## config.mk

```make
export PLATFORM = sky130hd
export DESIGN_NAME = spherical_ripple_shell_shader
export DESIGN_NICKNAME = d
export VERILOG_FILES = /design/src/rtl/srss_pkg.sv /design/src/rtl/spherical_ripple_shell_shader.sv /design/src/rtl/srss_geom.sv /design/src/rtl/srss_sqrt_stage.sv /design/src/rtl/srss_div_stage.sv /design/src/rtl/srss_shade.sv
export SDC_FILE = /design/constraint.sdc
export NUM_CORES = 2
export LEC_CHECK = 0
export BUFFER_PORTS_ARGS = -buffer_cell sky130_fd_sc_hd__buf_2
export CAP_MARGIN = 20
export CORE_ASPECT_RATIO = 0.75
export CORE_MARGIN = 2
export CORE_UTILIZATION = 55
export DETAILED_ROUTE_END_ITERATION = 16
export PLACE_DENSITY = 0.72
export REMOVE_ABC_BUFFERS = 1
export SYNTH_ARGS = -nofsm -noshare
export SYNTH_HDL_FRONTEND = slang
export SYNTH_SLANG_ARGS = --single-unit
```

## constraint.sdc

```tcl
create_clock -name clk -period 9.98 [get_ports clk]
set_input_delay 0.998 -clock clk [delete_from_list [all_inputs] [get_ports clk]]
set_output_delay 0.998 -clock clk [all_outputs]
set_load 0.005 [all_outputs]
```

## src/rtl/srss_pkg.sv

```systemverilog
// ----------------------------------------------------------------------------
// srss_pkg: shared types and helpers of the ripple shell shader
// item and result structs, pipeline side-band structs, fixed-point constants
// and the single-step square root and division helpers
// ----------------------------------------------------------------------------
package srss_pkg;

    localparam int COORD_W   = 8;
    localparam int BYTE_W    = 8;
    localparam int ELAPSED_W = 16;
    localparam int GROWTH_W  = 6;
    localparam int HALF_W    = 7;
    localparam int P_W       = ELAPSED_W + GROWTH_W;
    localparam int RAD_W     = 9;
    localparam int D2_W      = 18;
    localparam int ROOT_W    = D2_W / 2;
    localparam int REM_W     = ROOT_W + 1;
    localparam int NUM_W     = 15;
    localparam int QUO_W     = 8;

    localparam logic [GROWTH_W-1:0] GROWTH_BASE = GROWTH_W'(3);
    localparam logic [HALF_W-1:0]   HALF_BASE   = HALF_W'(12);
    localparam logic [BYTE_W-1:0]   FULL_SCALE  = 8'd255;

    // radius > 500 exactly when elapsed*growth >= 5762 (2*p/23 > 500)
    localparam logic [P_W-1:0] EXPIRE_P   = P_W'(5762);
    localparam int             P_LIVE_W   = 13;
    // floor(2*p/23) = (p * 2 * ceil(2^18/23)) >> 18, exact for p < 5762
    localparam int             RAD_SHIFT  = 18;
    localparam int             RAD_RCP_W  = 15;
    localparam logic [RAD_RCP_W-1:0] RAD_RCP = RAD_RCP_W'(22796);
    localparam int             RAD_PROD_W = P_LIVE_W + RAD_RCP_W;
    // floor(rad*255/500) = (rad * 51 * ceil(2^20/100)) >> 20, exact for rad <= 500
    localparam int             LIFE_SHIFT  = 20;
    localparam int             LIFE_RCP_W  = 20;
    localparam logic [LIFE_RCP_W-1:0] LIFE_RCP = LIFE_RCP_W'(534786);
    localparam int             LIFE_PROD_W = RAD_W + LIFE_RCP_W;

    localparam int SQRT_STAGES    = 3;
    localparam int SQRT_PER_STAGE = ROOT_W / SQRT_STAGES;
    localparam int DIV_STAGES     = 4;
    localparam int DIV_PER_STAGE  = QUO_W / DIV_STAGES;

    // configuration register indexes
    localparam int CFG_IDX_W = 2;
    localparam logic [CFG_IDX_W-1:0] REG_GROWTH_SPEED = CFG_IDX_W'(0);
    localparam logic [CFG_IDX_W-1:0] REG_THICKNESS    = CFG_IDX_W'(1);

    localparam logic [BYTE_W-1:0] GROWTH_SPEED_RST = 8'd110;
    localparam logic [BYTE_W-1:0] THICKNESS_RST    = 8'd90;

    typedef struct packed {
        logic signed [COORD_W-1:0] pixel_x;
        logic signed [COORD_W-1:0] pixel_y;
        logic signed [COORD_W-1:0] pixel_z;
        logic signed [COORD_W-1:0] origin_x;
        logic signed [COORD_W-1:0] origin_y;
        logic signed [COORD_W-1:0] origin_z;
        logic [ELAPSED_W-1:0]      elapsed_ms;
        logic [BYTE_W-1:0]         base_hue;
        logic [BYTE_W-1:0]         drive_level;
    } pix_t;

    typedef struct packed {
        logic              in_shell;
        logic              expired;
        logic [BYTE_W-1:0] brightness;
        logic [BYTE_W-1:0] palette_index;
    } res_t;

    // values that ride alongside the root and divide work
    typedef struct packed {
        logic              shell;
        logic              expired;
        logic [RAD_W-1:0]  rad;
        logic [BYTE_W-1:0] life;
        logic [BYTE_W-1:0] hue;
        logic [BYTE_W-1:0] drive;
    } side_t;

    typedef struct packed {
        side_t             side;
        logic [D2_W-1:0]   rest;
        logic [ROOT_W-1:0] root;
        logic [REM_W-1:0]  rem;
    } sq_t;

    typedef struct packed {
        side_t             side;
        logic [NUM_W-1:0]  num;
        logic [QUO_W-1:0]  quo;
    } dv_t;

    // one digit of the floor square root, radicand bits consumed from the top
    function automatic sq_t sqrt_step(input sq_t cur);
        sq_t              nxt;
        logic [REM_W+1:0] acc;
        logic [REM_W+1:0] trial;
        nxt   = cur;
        acc   = {cur.rem, cur.rest[D2_W-1 -: 2]};
        trial = {1'b0, cur.root, 2'b01};
        if (acc >= trial)
        begin
            nxt.rem  = REM_W'(acc - trial);
            nxt.root = {cur.root[ROOT_W-2:0], 1'b1};
        end
        else
        begin
            nxt.rem  = REM_W'(acc);
            nxt.root = {cur.root[ROOT_W-2:0], 1'b0};
        end
        nxt.rest = {cur.rest[D2_W-3:0], 2'b00};
        return nxt;
    endfunction

    // one quotient bit, msb first, numerator shifted left after each step
    function automatic dv_t div_step(input dv_t cur, input logic [HALF_W-1:0] half);
        dv_t              nxt;
        logic [NUM_W-1:0] dvs;
        logic [NUM_W-1:0] rem;
        logic             qbit;
        nxt = cur;
        dvs = NUM_W'({half, {(QUO_W-1){1'b0}}});
        if (cur.num >= dvs)
        begin
            rem  = cur.num - dvs;
            qbit = 1'b1;
        end
        else
        begin
            rem  = cur.num;
            qbit = 1'b0;
        end
        nxt.num = {rem[NUM_W-2:0], 1'b0};
        nxt.quo = {cur.quo[QUO_W-2:0], qbit};
        return nxt;
    endfunction

endpackage

```

## src/rtl/spherical_ripple_shell_shader.sv

```systemverilog
// ----------------------------------------------------------------------------
// spherical_ripple_shell_shader: ripple shell test and brightness per pixel
// takes one pixel and ripple source pair per transfer and returns shell
// membership, expiry, brightness and palette index
// ----------------------------------------------------------------------------
//
//   channel   handshake               payload
//   --------  ----------------------  -------------------------------------
//   pix       pix_valid / pix_stall   pix_data : pixel, source, time, hue
//   res       res_valid / res_stall   res_data : shell, expired, brightness, palette
//   cfg       cfg_valid / cfg_ready   cfg_index, cfg_data : register write
//
// one transfer per clock sustained while res_stall is low
// the twelve register stages: three geometry, three root, four divide, two shade
// reset empties every stage and loads the register defaults; no clearing pass
// a res stall holds the output; bubbles still close up behind it, and
// pix_stall rises only when every stage is full
//
module spherical_ripple_shell_shader (
    input  logic                             clk,
    input  logic                             rst_n,
    input  logic                             pix_valid,
    output logic                             pix_stall,
    input  srss_pkg::pix_t                   pix_data,
    output logic                             res_valid,
    input  logic                             res_stall,
    output srss_pkg::res_t                   res_data,
    input  logic                             cfg_valid,
    output logic                             cfg_ready,
    input  logic [srss_pkg::CFG_IDX_W-1:0]   cfg_index,
    input  logic [srss_pkg::BYTE_W-1:0]      cfg_data
);
    import srss_pkg::*;

    // configuration registers
    logic [BYTE_W-1:0]   growth_speed_reg, growth_speed_next;
    logic [BYTE_W-1:0]   thickness_reg, thickness_next;
    logic [GROWTH_W-1:0] growth;
    logic [HALF_W-1:0]   half;

    // pipeline links
    logic sq_valid [SQRT_STAGES+1];
    logic sq_ready [SQRT_STAGES+1];
    sq_t  sq_data  [SQRT_STAGES+1];
    logic dv_valid [DIV_STAGES+1];
    logic dv_ready [DIV_STAGES+1];
    dv_t  dv_data  [DIV_STAGES+1];
    logic geom_ready;
    logic shade_ready;

    // distance from the shell centre line
    logic [ROOT_W-1:0] root;
    logic [RAD_W-1:0]  rad;
    logic [RAD_W-1:0]  off_full;
    logic [HALF_W-1:0] off;

    // register writes are always taken; unknown indexes fall through
    assign cfg_ready = 1'b1;

    always_comb
    begin
        growth_speed_next = growth_speed_reg;
        thickness_next    = thickness_reg;
        if (cfg_valid && cfg_ready)
        begin
            unique case (cfg_index)
                REG_GROWTH_SPEED: growth_speed_next = cfg_data;
                REG_THICKNESS:    thickness_next    = cfg_data;
                default:          ;
            endcase
        end
    end

    always_ff @(posedge clk or negedge rst_n)
    begin
        if (!rst_n)
        begin
            growth_speed_reg <= GROWTH_SPEED_RST;
            thickness_reg    <= THICKNESS_RST;
        end
        else
        begin
            growth_speed_reg <= growth_speed_next;
            thickness_reg    <= thickness_next;
        end
    end

    // growth factor (radius gain per 23 ms is twice it) and shell half width
    assign growth = GROWTH_BASE + GROWTH_W'(growth_speed_reg[BYTE_W-1:3]);
    assign half   = HALF_BASE + HALF_W'(thickness_reg[BYTE_W-1:2]);

    // geometry: deltas, radius, squared distance, shell test, life
    srss_geom u_geom (
        .clk       (clk),
        .rst_n     (rst_n),
        .growth    (growth),
        .half      (half),
        .in_valid  (pix_valid),
        .in_data   (pix_data),
        .up_ready  (geom_ready),
        .out_valid (sq_valid[0]),
        .out_data  (sq_data[0]),
        .dn_ready  (sq_ready[0])
    );

    assign pix_stall = !geom_ready;

    // floor square root of the squared distance
    for (genvar k = 0; k < SQRT_STAGES; k++)
    begin : g_sqrt
        srss_sqrt_stage u_stage (
            .clk       (clk),
            .rst_n     (rst_n),
            .in_valid  (sq_valid[k]),
            .in_data   (sq_data[k]),
            .up_ready  (sq_ready[k]),
            .out_valid (sq_valid[k+1]),
            .out_data  (sq_data[k+1]),
            .dn_ready  (sq_ready[k+1])
        );
    end

    // offset from the radius; within the shell it never exceeds the half width
    always_comb
    begin
        root     = sq_data[SQRT_STAGES].root;
        rad      = sq_data[SQRT_STAGES].side.rad;
        off_full = (RAD_W'(root) > rad) ? RAD_W'(root) - rad : rad - RAD_W'(root);
        off      = off_full[HALF_W-1:0];

        dv_data[0].side = sq_data[SQRT_STAGES].side;
        // off * 255 as a shift and subtract
        dv_data[0].num  = NUM_W'({off, {BYTE_W{1'b0}}}) - NUM_W'(off);
        dv_data[0].quo  = '0;
    end

    assign dv_valid[0]           = sq_valid[SQRT_STAGES];
    assign sq_ready[SQRT_STAGES] = dv_ready[0];

    // falloff quotient off * 255 / half
    for (genvar k = 0; k < DIV_STAGES; k++)
    begin : g_div
        srss_div_stage u_stage (
            .clk       (clk),
            .rst_n     (rst_n),
            .half      (half),
            .in_valid  (dv_valid[k]),
            .in_data   (dv_data[k]),
            .up_ready  (dv_ready[k]),
            .out_valid (dv_valid[k+1]),
            .out_data  (dv_data[k+1]),
            .dn_ready  (dv_ready[k+1])
        );
    end

    assign dv_ready[DIV_STAGES] = shade_ready;

    // brightness scaling and the output register
    srss_shade u_shade (
        .clk       (clk),
        .rst_n     (rst_n),
        .in_valid  (dv_valid[DIV_STAGES]),
        .in_data   (dv_data[DIV_STAGES]),
        .up_ready  (shade_ready),
        .out_valid (res_valid),
        .out_data  (res_data),
        .dn_ready  (!res_stall)
    );

    // input is held off only while a valid result is stalled at the output
    a_stall_means_full: assert property (@(posedge clk) disable iff (!rst_n)
        pix_stall |-> (res_valid && res_stall))
        else $error("pix stalled while the result side can move");

    // an expired source never lights a pixel
    a_expired_not_lit: assert property (@(posedge clk) disable iff (!rst_n)
        (res_valid && res_data.expired) |-> !res_data.in_shell)
        else $error("expired source reported inside its shell");

    // a pixel outside the shell is dark
    a_outside_dark: assert property (@(posedge clk) disable iff (!rst_n)
        (res_valid && !res_data.in_shell) |-> (res_data.brightness == '0))
        else $error("brightness outside the shell");

endmodule

```

## src/rtl/srss_geom.sv

```systemverilog
// ----------------------------------------------------------------------------
// srss_geom: geometry front end
// three stages: deltas and time product, radius, expiry and squared distance,
// shell bounds test and life factor
// ----------------------------------------------------------------------------
module srss_geom (
    input  logic                           clk,
    input  logic                           rst_n,
    input  logic [srss_pkg::GROWTH_W-1:0]  growth,
    input  logic [srss_pkg::HALF_W-1:0]    half,
    input  logic                           in_valid,
    input  srss_pkg::pix_t                 in_data,
    output logic                           up_ready,
    output logic                           out_valid,
    output srss_pkg::sq_t                  out_data,
    input  logic                           dn_ready
);
    import srss_pkg::*;

    logic rdy1, rdy2, rdy3;
    logic v1_reg, v2_reg, v3_reg;

    // stage 1
    logic signed [COORD_W:0] dx, dy, dz;
    logic [COORD_W:0]        ax9, ay9, az9;
    logic [COORD_W-1:0]      ax_next, ay_next, az_next;
    logic [COORD_W-1:0]      ax_reg, ay_reg, az_reg;
    logic [P_W-1:0]          p_next, p_reg;
    logic [BYTE_W-1:0]       hue1_reg, drive1_reg;

    // stage 2
    logic [RAD_PROD_W-1:0]   rad_prod;
    logic                    exp_next, exp_reg;
    logic [RAD_W-1:0]        rad_next, rad_reg;
    logic [D2_W-1:0]         d2_next, d2_reg;
    logic [BYTE_W-1:0]       hue2_reg, drive2_reg;

    // stage 3
    logic [RAD_W-1:0]        lo;
    logic [RAD_W:0]          hi;
    logic [D2_W-1:0]         lo_sq;
    logic [D2_W+1:0]         hi_sq;
    logic [LIFE_PROD_W-1:0]  life_prod;
    sq_t                     sq_next, sq_reg;

    assign rdy3     = !v3_reg || dn_ready;
    assign rdy2     = !v2_reg || rdy3;
    assign rdy1     = !v1_reg || rdy2;
    assign up_ready = rdy1;

    always_comb
    begin
        dx  = {in_data.pixel_x[COORD_W-1], in_data.pixel_x}
            - {in_data.origin_x[COORD_W-1], in_data.origin_x};
        dy  = {in_data.pixel_y[COORD_W-1], in_data.pixel_y}
            - {in_data.origin_y[COORD_W-1], in_data.origin_y};
        dz  = {in_data.pixel_z[COORD_W-1], in_data.pixel_z}
            - {in_data.origin_z[COORD_W-1], in_data.origin_z};
        ax9 = dx[COORD_W] ? (COORD_W+1)'(-dx) : (COORD_W+1)'(dx);
        ay9 = dy[COORD_W] ? (COORD_W+1)'(-dy) : (COORD_W+1)'(dy);
        az9 = dz[COORD_W] ? (COORD_W+1)'(-dz) : (COORD_W+1)'(dz);
        ax_next = ax9[COORD_W-1:0];
        ay_next = ay9[COORD_W-1:0];
        az_next = az9[COORD_W-1:0];
        p_next  = P_W'(in_data.elapsed_ms) * P_W'(growth);
    end

    always_comb
    begin
        exp_next = (p_reg >= EXPIRE_P);
        rad_prod = RAD_PROD_W'(p_reg[P_LIVE_W-1:0]) * RAD_PROD_W'(RAD_RCP);
        rad_next = rad_prod[RAD_SHIFT +: RAD_W];
        d2_next  = D2_W'(ax_reg) * D2_W'(ax_reg) + D2_W'(ay_reg) * D2_W'(ay_reg)
                 + D2_W'(az_reg) * D2_W'(az_reg);
    end

    always_comb
    begin
        lo        = (rad_reg > RAD_W'(half)) ? rad_reg - RAD_W'(half) : '0;
        hi        = (RAD_W+1)'(rad_reg) + (RAD_W+1)'(half);
        lo_sq     = D2_W'(lo) * D2_W'(lo);
        hi_sq     = (D2_W+2)'(hi) * (D2_W+2)'(hi);
        life_prod = LIFE_PROD_W'(rad_reg) * LIFE_PROD_W'(LIFE_RCP);

        sq_next              = '0;
        sq_next.side.shell   = !exp_reg && (d2_reg >= lo_sq)
                             && ((D2_W+2)'(d2_reg) <= hi_sq);
        sq_next.side.expired = exp_reg;
        sq_next.side.rad     = rad_reg;
        sq_next.side.life    = BYTE_W'(RAD_W'(FULL_SCALE) - life_prod[LIFE_SHIFT +: RAD_W]);
        sq_next.side.hue     = hue2_reg;
        sq_next.side.drive   = drive2_reg;
        sq_next.rest         = d2_reg;
    end

    always_ff @(posedge clk or negedge rst_n)
    begin
        if (!rst_n)
        begin
            v1_reg <= 1'b0;
            v2_reg <= 1'b0;
            v3_reg <= 1'b0;
        end
        else
        begin
            if (rdy1)
            begin
                v1_reg <= in_valid;
            end
            if (rdy2)
            begin
                v2_reg <= v1_reg;
            end
            if (rdy3)
            begin
                v3_reg <= v2_reg;
            end
        end
    end

    always_ff @(posedge clk)
    begin
        if (rdy1)
        begin
            ax_reg     <= ax_next;
            ay_reg     <= ay_next;
            az_reg     <= az_next;
            p_reg      <= p_next;
            hue1_reg   <= in_data.base_hue;
            drive1_reg <= in_data.drive_level;
        end
        if (rdy2)
        begin
            exp_reg    <= exp_next;
            rad_reg    <= rad_next;
            d2_reg     <= d2_next;
            hue2_reg   <= hue1_reg;
            drive2_reg <= drive1_reg;
        end
        if (rdy3)
        begin
            sq_reg <= sq_next;
        end
    end

    assign out_valid = v3_reg;
    assign out_data  = sq_reg;

endmodule

```

## src/rtl/srss_sqrt_stage.sv

```systemverilog
// ----------------------------------------------------------------------------
// srss_sqrt_stage: one register stage of the floor square root
// retires a fixed number of root digits per stage
// ----------------------------------------------------------------------------
module srss_sqrt_stage (
    input  logic          clk,
    input  logic          rst_n,
    input  logic          in_valid,
    input  srss_pkg::sq_t in_data,
    output logic          up_ready,
    output logic          out_valid,
    output srss_pkg::sq_t out_data,
    input  logic          dn_ready
);
    import srss_pkg::*;

    logic valid_reg;
    sq_t  work_next;
    sq_t  work_reg;

    assign up_ready = !valid_reg || dn_ready;

    always_comb
    begin
        work_next = in_data;
        for (int i = 0; i < SQRT_PER_STAGE; i++)
        begin
            work_next = sqrt_step(work_next);
        end
    end

    always_ff @(posedge clk or negedge rst_n)
    begin
        if (!rst_n)
        begin
            valid_reg <= 1'b0;
        end
        else if (up_ready)
        begin
            valid_reg <= in_valid;
        end
    end

    always_ff @(posedge clk)
    begin
        if (up_ready)
        begin
            work_reg <= work_next;
        end
    end

    assign out_valid = valid_reg;
    assign out_data  = work_reg;

endmodule

```

## src/rtl/srss_div_stage.sv

```systemverilog
// ----------------------------------------------------------------------------
// srss_div_stage: one register stage of the falloff divider
// restoring division by the shell half width, a few quotient bits per stage
// ----------------------------------------------------------------------------
module srss_div_stage (
    input  logic                        clk,
    input  logic                        rst_n,
    input  logic [srss_pkg::HALF_W-1:0] half,
    input  logic                        in_valid,
    input  srss_pkg::dv_t               in_data,
    output logic                        up_ready,
    output logic                        out_valid,
    output srss_pkg::dv_t               out_data,
    input  logic                        dn_ready
);
    import srss_pkg::*;

    logic valid_reg;
    dv_t  work_next;
    dv_t  work_reg;

    assign up_ready = !valid_reg || dn_ready;

    always_comb
    begin
        work_next = in_data;
        for (int i = 0; i < DIV_PER_STAGE; i++)
        begin
            work_next = div_step(work_next, half);
        end
    end

    always_ff @(posedge clk or negedge rst_n)
    begin
        if (!rst_n)
        begin
            valid_reg <= 1'b0;
        end
        else if (up_ready)
        begin
            valid_reg <= in_valid;
        end
    end

    always_ff @(posedge clk)
    begin
        if (up_ready)
        begin
            work_reg <= work_next;
        end
    end

    assign out_valid = valid_reg;
    assign out_data  = work_reg;

endmodule

```

## src/rtl/srss_shade.sv

```systemverilog
// ----------------------------------------------------------------------------
// srss_shade: brightness back end
// two stages: luminance times life, then times drive level into the output
// register with shell gating and palette index
// ----------------------------------------------------------------------------
module srss_shade (
    input  logic           clk,
    input  logic           rst_n,
    input  logic           in_valid,
    input  srss_pkg::dv_t  in_data,
    output logic           up_ready,
    output logic           out_valid,
    output srss_pkg::res_t out_data,
    input  logic           dn_ready
);
    import srss_pkg::*;

    logic                rdy1, rdy2;
    logic                v1_reg, v2_reg;

    logic [BYTE_W-1:0]   lum;
    logic [2*BYTE_W-1:0] b1_prod;
    logic [BYTE_W-1:0]   b1_next, b1_reg;
    logic                shell_reg, exp_reg;
    logic [BYTE_W-1:0]   hue_reg, drive_reg;

    logic [2*BYTE_W-1:0] b2_prod;
    logic [BYTE_W-1:0]   bright;
    res_t                res_next, res_reg;

    assign rdy2     = !v2_reg || dn_ready;
    assign rdy1     = !v1_reg || rdy2;
    assign up_ready = rdy1;

    always_comb
    begin
        lum     = FULL_SCALE - in_data.quo;
        b1_prod = (2*BYTE_W)'(lum) * (2*BYTE_W)'(in_data.side.life);
        b1_next = b1_prod[2*BYTE_W-1:BYTE_W];
    end

    always_comb
    begin
        b2_prod                = (2*BYTE_W)'(b1_reg) * (2*BYTE_W)'(drive_reg);
        bright                 = shell_reg ? b2_prod[2*BYTE_W-1:BYTE_W] : '0;
        res_next.in_shell      = shell_reg;
        res_next.expired       = exp_reg;
        res_next.brightness    = bright;
        res_next.palette_index = hue_reg + BYTE_W'(bright[BYTE_W-1:2]);
    end

    always_ff @(posedge clk or negedge rst_n)
    begin
        if (!rst_n)
        begin
            v1_reg <= 1'b0;
            v2_reg <= 1'b0;
        end
        else
        begin
            if (rdy1)
            begin
                v1_reg <= in_valid;
            end
            if (rdy2)
            begin
                v2_reg <= v1_reg;
            end
        end
    end

    always_ff @(posedge clk)
    begin
        if (rdy1)
        begin
            b1_reg    <= b1_next;
            shell_reg <= in_data.side.shell;
            exp_reg   <= in_data.side.expired;
            hue_reg   <= in_data.side.hue;
            drive_reg <= in_data.side.drive;
        end
        if (rdy2)
        begin
            res_reg <= res_next;
        end
    end

    assign out_valid = v2_reg;
    assign out_data  = res_reg;

endmodule
```

==> impl_results.md <==
- Most frequent cells in the layout: 723 x inv_1, 611 x ha_1, 521 x edfxtp_1
- GRT Total Usage: 0.210
- RSZ-0062 raised after global routing: no
- CTS root buffer: clkbuf_16
- Final Max Slew Viols: 0
- Die height: 254 um
- GPL Wtd Cong: 0.893
- Finished Cell Area: 49,700 um^2
- Core box area: 82,400 um^2
- Sequential cell area fraction in the yosys report: 0.354
- Netlist cell types: 101
- Worst-Skew Late Latency: 0.64 ns
- #FFs+latches synth: 544
- Final WL: 86.0 mm
- Dpl hpwl: 68.4 mm
- Top FF cell, synth: edfxtp_1
- Worst-case clock buffer depth: 3
- Ys async rst share: 0.0423
- Post-synth EDFFs: 521
- Final period demand of the worst path: 9.32 ns
- Via-to-Cell Ratio: 5.31
- CP max FO: 10
- Fraction of layout cells with a size suffix above 1: 0.0753
- Slowest-stage cell, CP: edfxtp_1
- Detail Route Antenna Nets: 0
- Number of cell rows: 91
- Largest stage delay on the critical path: 0.56 ns
- Fmax: 0.107 GHz
- Outcome: complete, no violations
- Post CTS Setup Buffer Count: 0
- Max-cap violation count: 0
- Cells after Synth: 4,157
- Max reg flops: 161
- CP startpoint kind: flip-flop
- Crit path max-delay family: adder cells
- Critical path class: reg -> reg
- Multi-input gate area: 26,800 um^2
- Mean Syn Cell Area: 11.0 um^2
- Post-route clock skew: 0.0383 ns
- Starting Density: 0.556
- Final setup violation count: 0
- WP data required: 10.41 ns
- Worst-Margin Slew: 1.01 ns
- H-tree level count: 2
- Vias in the first global route: 29,000
- Die Area: 85,700 um^2
- Setup TNS: 0 ns
- Layout fillers: 6,834
- Worst Hold Class: reg -> reg
- WP data arrival: 9.75 ns
- CTS Sinks: 544
- Largest net degree at the start of global routing: 55
- Initial antenna violation count: 5
- Pre-Repair DR Iteration Count: 5
- Ys Warns: 0
- Grt ovf: 0
- I/O Pins: 116
- Mapped cell area: 45,800 um^2
- Worst slew margin: 0.329
- Final hold vios: 0
- Horiz. Die Dim: 337 um
- Via count: 29,000
- Crit share post-route: 0.934
- Endpoint class of the critical path: flip-flop
- First-pass GRT wire length: 145 mm
- Dpl cell area: 47,900 um^2
- Clock slew at reported path FFs: 0.06 ns
- DRC: 0
- Cts bufs inserted: 54
- Commonest non-fill, non-tap cell in the layout: inv_1
- I/O Buffers: 112
- P&R area growth vs syn: 8.46%
- Nets: 5,392
- CTS tree: done
- Flip-flop and latch area: 16,200 um^2
- Worst Path Buf+Inv: 5
- CP dominant cell by count: fa_1
- Post-DR wirelength/cell: 15.7 um
- DR iter-0 viols: 1,854
cells by family after synthesis:
kind of cell	synth area share
xor+xnor	0.0495
other cells	0.000164
mux	0.0122
fa+ha+maj	0.331
compound gates	0.0813
simple gates	0.109
flops	0.354
buf+inv	0.0633
cell usage after synthesis, types with 6 or more instances:
library cell    n  area [um^2]
nand2b_1       94          588
a211o_1         6         52.6
nor3b_1         9         67.6
nor2_1        192          721
o21a_1         17          128
a311oi_1        6         52.6
or3_1          13         81.3
a21boi_0        9         67.6
o21ai_0       110          551
o21bai_1       27          203
a211oi_1       15          113
o31ai_1         9         67.6
a21o_1        101          758
a21oi_1       167          836
mux2_2         23          259
nor3_1         51          255
xor2_1         83          727
xnor2_1       174         1520
dfrtp_1        17          425
mux2i_1        21          210
and2_1        113          707
nand2_1       272         1020
nand3_1        42          210
ha_1          611         7640
dfstp_2         6          158
edfxtp_1      521        15600
clkbuf_1       32          120
nor2b_1        82          513
fa_1          375         7510
nand4_1        32          200
nor4_1          9         56.3
a31oi_1        15         93.8
o211ai_1        7         52.6
or2_2          25          156
inv_1         724         2720
a31o_2          6         52.6
and3_1         16          100
worst reg2reg max path: cells and delay by family, from the launching register on:
family	cells	cell delay, ns
flops	1	0.56
xor+xnor	1	0.18
fa+ha+maj	12	5.66
simple gates	2	0.53
compound gates	9	1.88
buf+inv	5	0.29
metrics by stage:
step / worst slack [ns] / instances / hold WS (ns) / utilization
2_1_floorplan: 0.846 / 4116 / 0.400 / -
3_3_place_gp: 0.805 / 5370 / 0.400 / 0.581
3_5_place_dp: 0.675 / 5370 / 0.405 / 0.581
4_1_cts: 0.640 / 5469 / 0.388 / 0.603
5_1_grt: 0.0468 / 5470 / 0.416 / 0.603
6_report: 0.661 / 5472 / 0.399 / 0.603
repair_timing:
action                     4_1_cts  5_1_grt
resized for setup                0        1
hold endpoints to repair         0        0
hold buffers                     0        0
setup endpoints to repair        0        1
final timing paths:
check	startpoint	to	slack, ns	depth (start not counted)
max reg2reg	u_geom.ax_reg[0]	u_geom.d2_reg[17]	0.66	29
min reg2reg	g_sqrt[1].u_stage.out_data[64]	g_sqrt[2].u_stage.out_data[64]	0.40	0
max	u_geom.ax_reg[0]	u_geom.d2_reg[17]	0.66	29
max in group asynchronous	rst_n	thickness_reg[5]	9.09	1
min	g_sqrt[1].u_stage.out_data[64]	g_sqrt[2].u_stage.out_data[64]	0.40	0
min in group asynchronous	rst_n	g_sqrt[1].u_stage.out_valid	0.43	1
routing by layer:
metal,GRT usage,share of wire
met5,0,0.000081
met2,0.331,0.45
met3,0.0278,0.051
met1,0.312,0.48
met4,0.0415,0.015
final cells by class:
class                   count  share of cell area
multi-input cells        2845               0.538
flip-flops and latches    544               0.326
inverters                 727              0.0549
clock buffers              64              0.0281
well taps                1116              0.0281
repair buffers            139              0.0156
clock inverters            35             0.00866
diodes                      2            0.000101
Power is not shown: default switching activity piles up to over one toggle a cycle in this logic, so the estimate is an artifact.
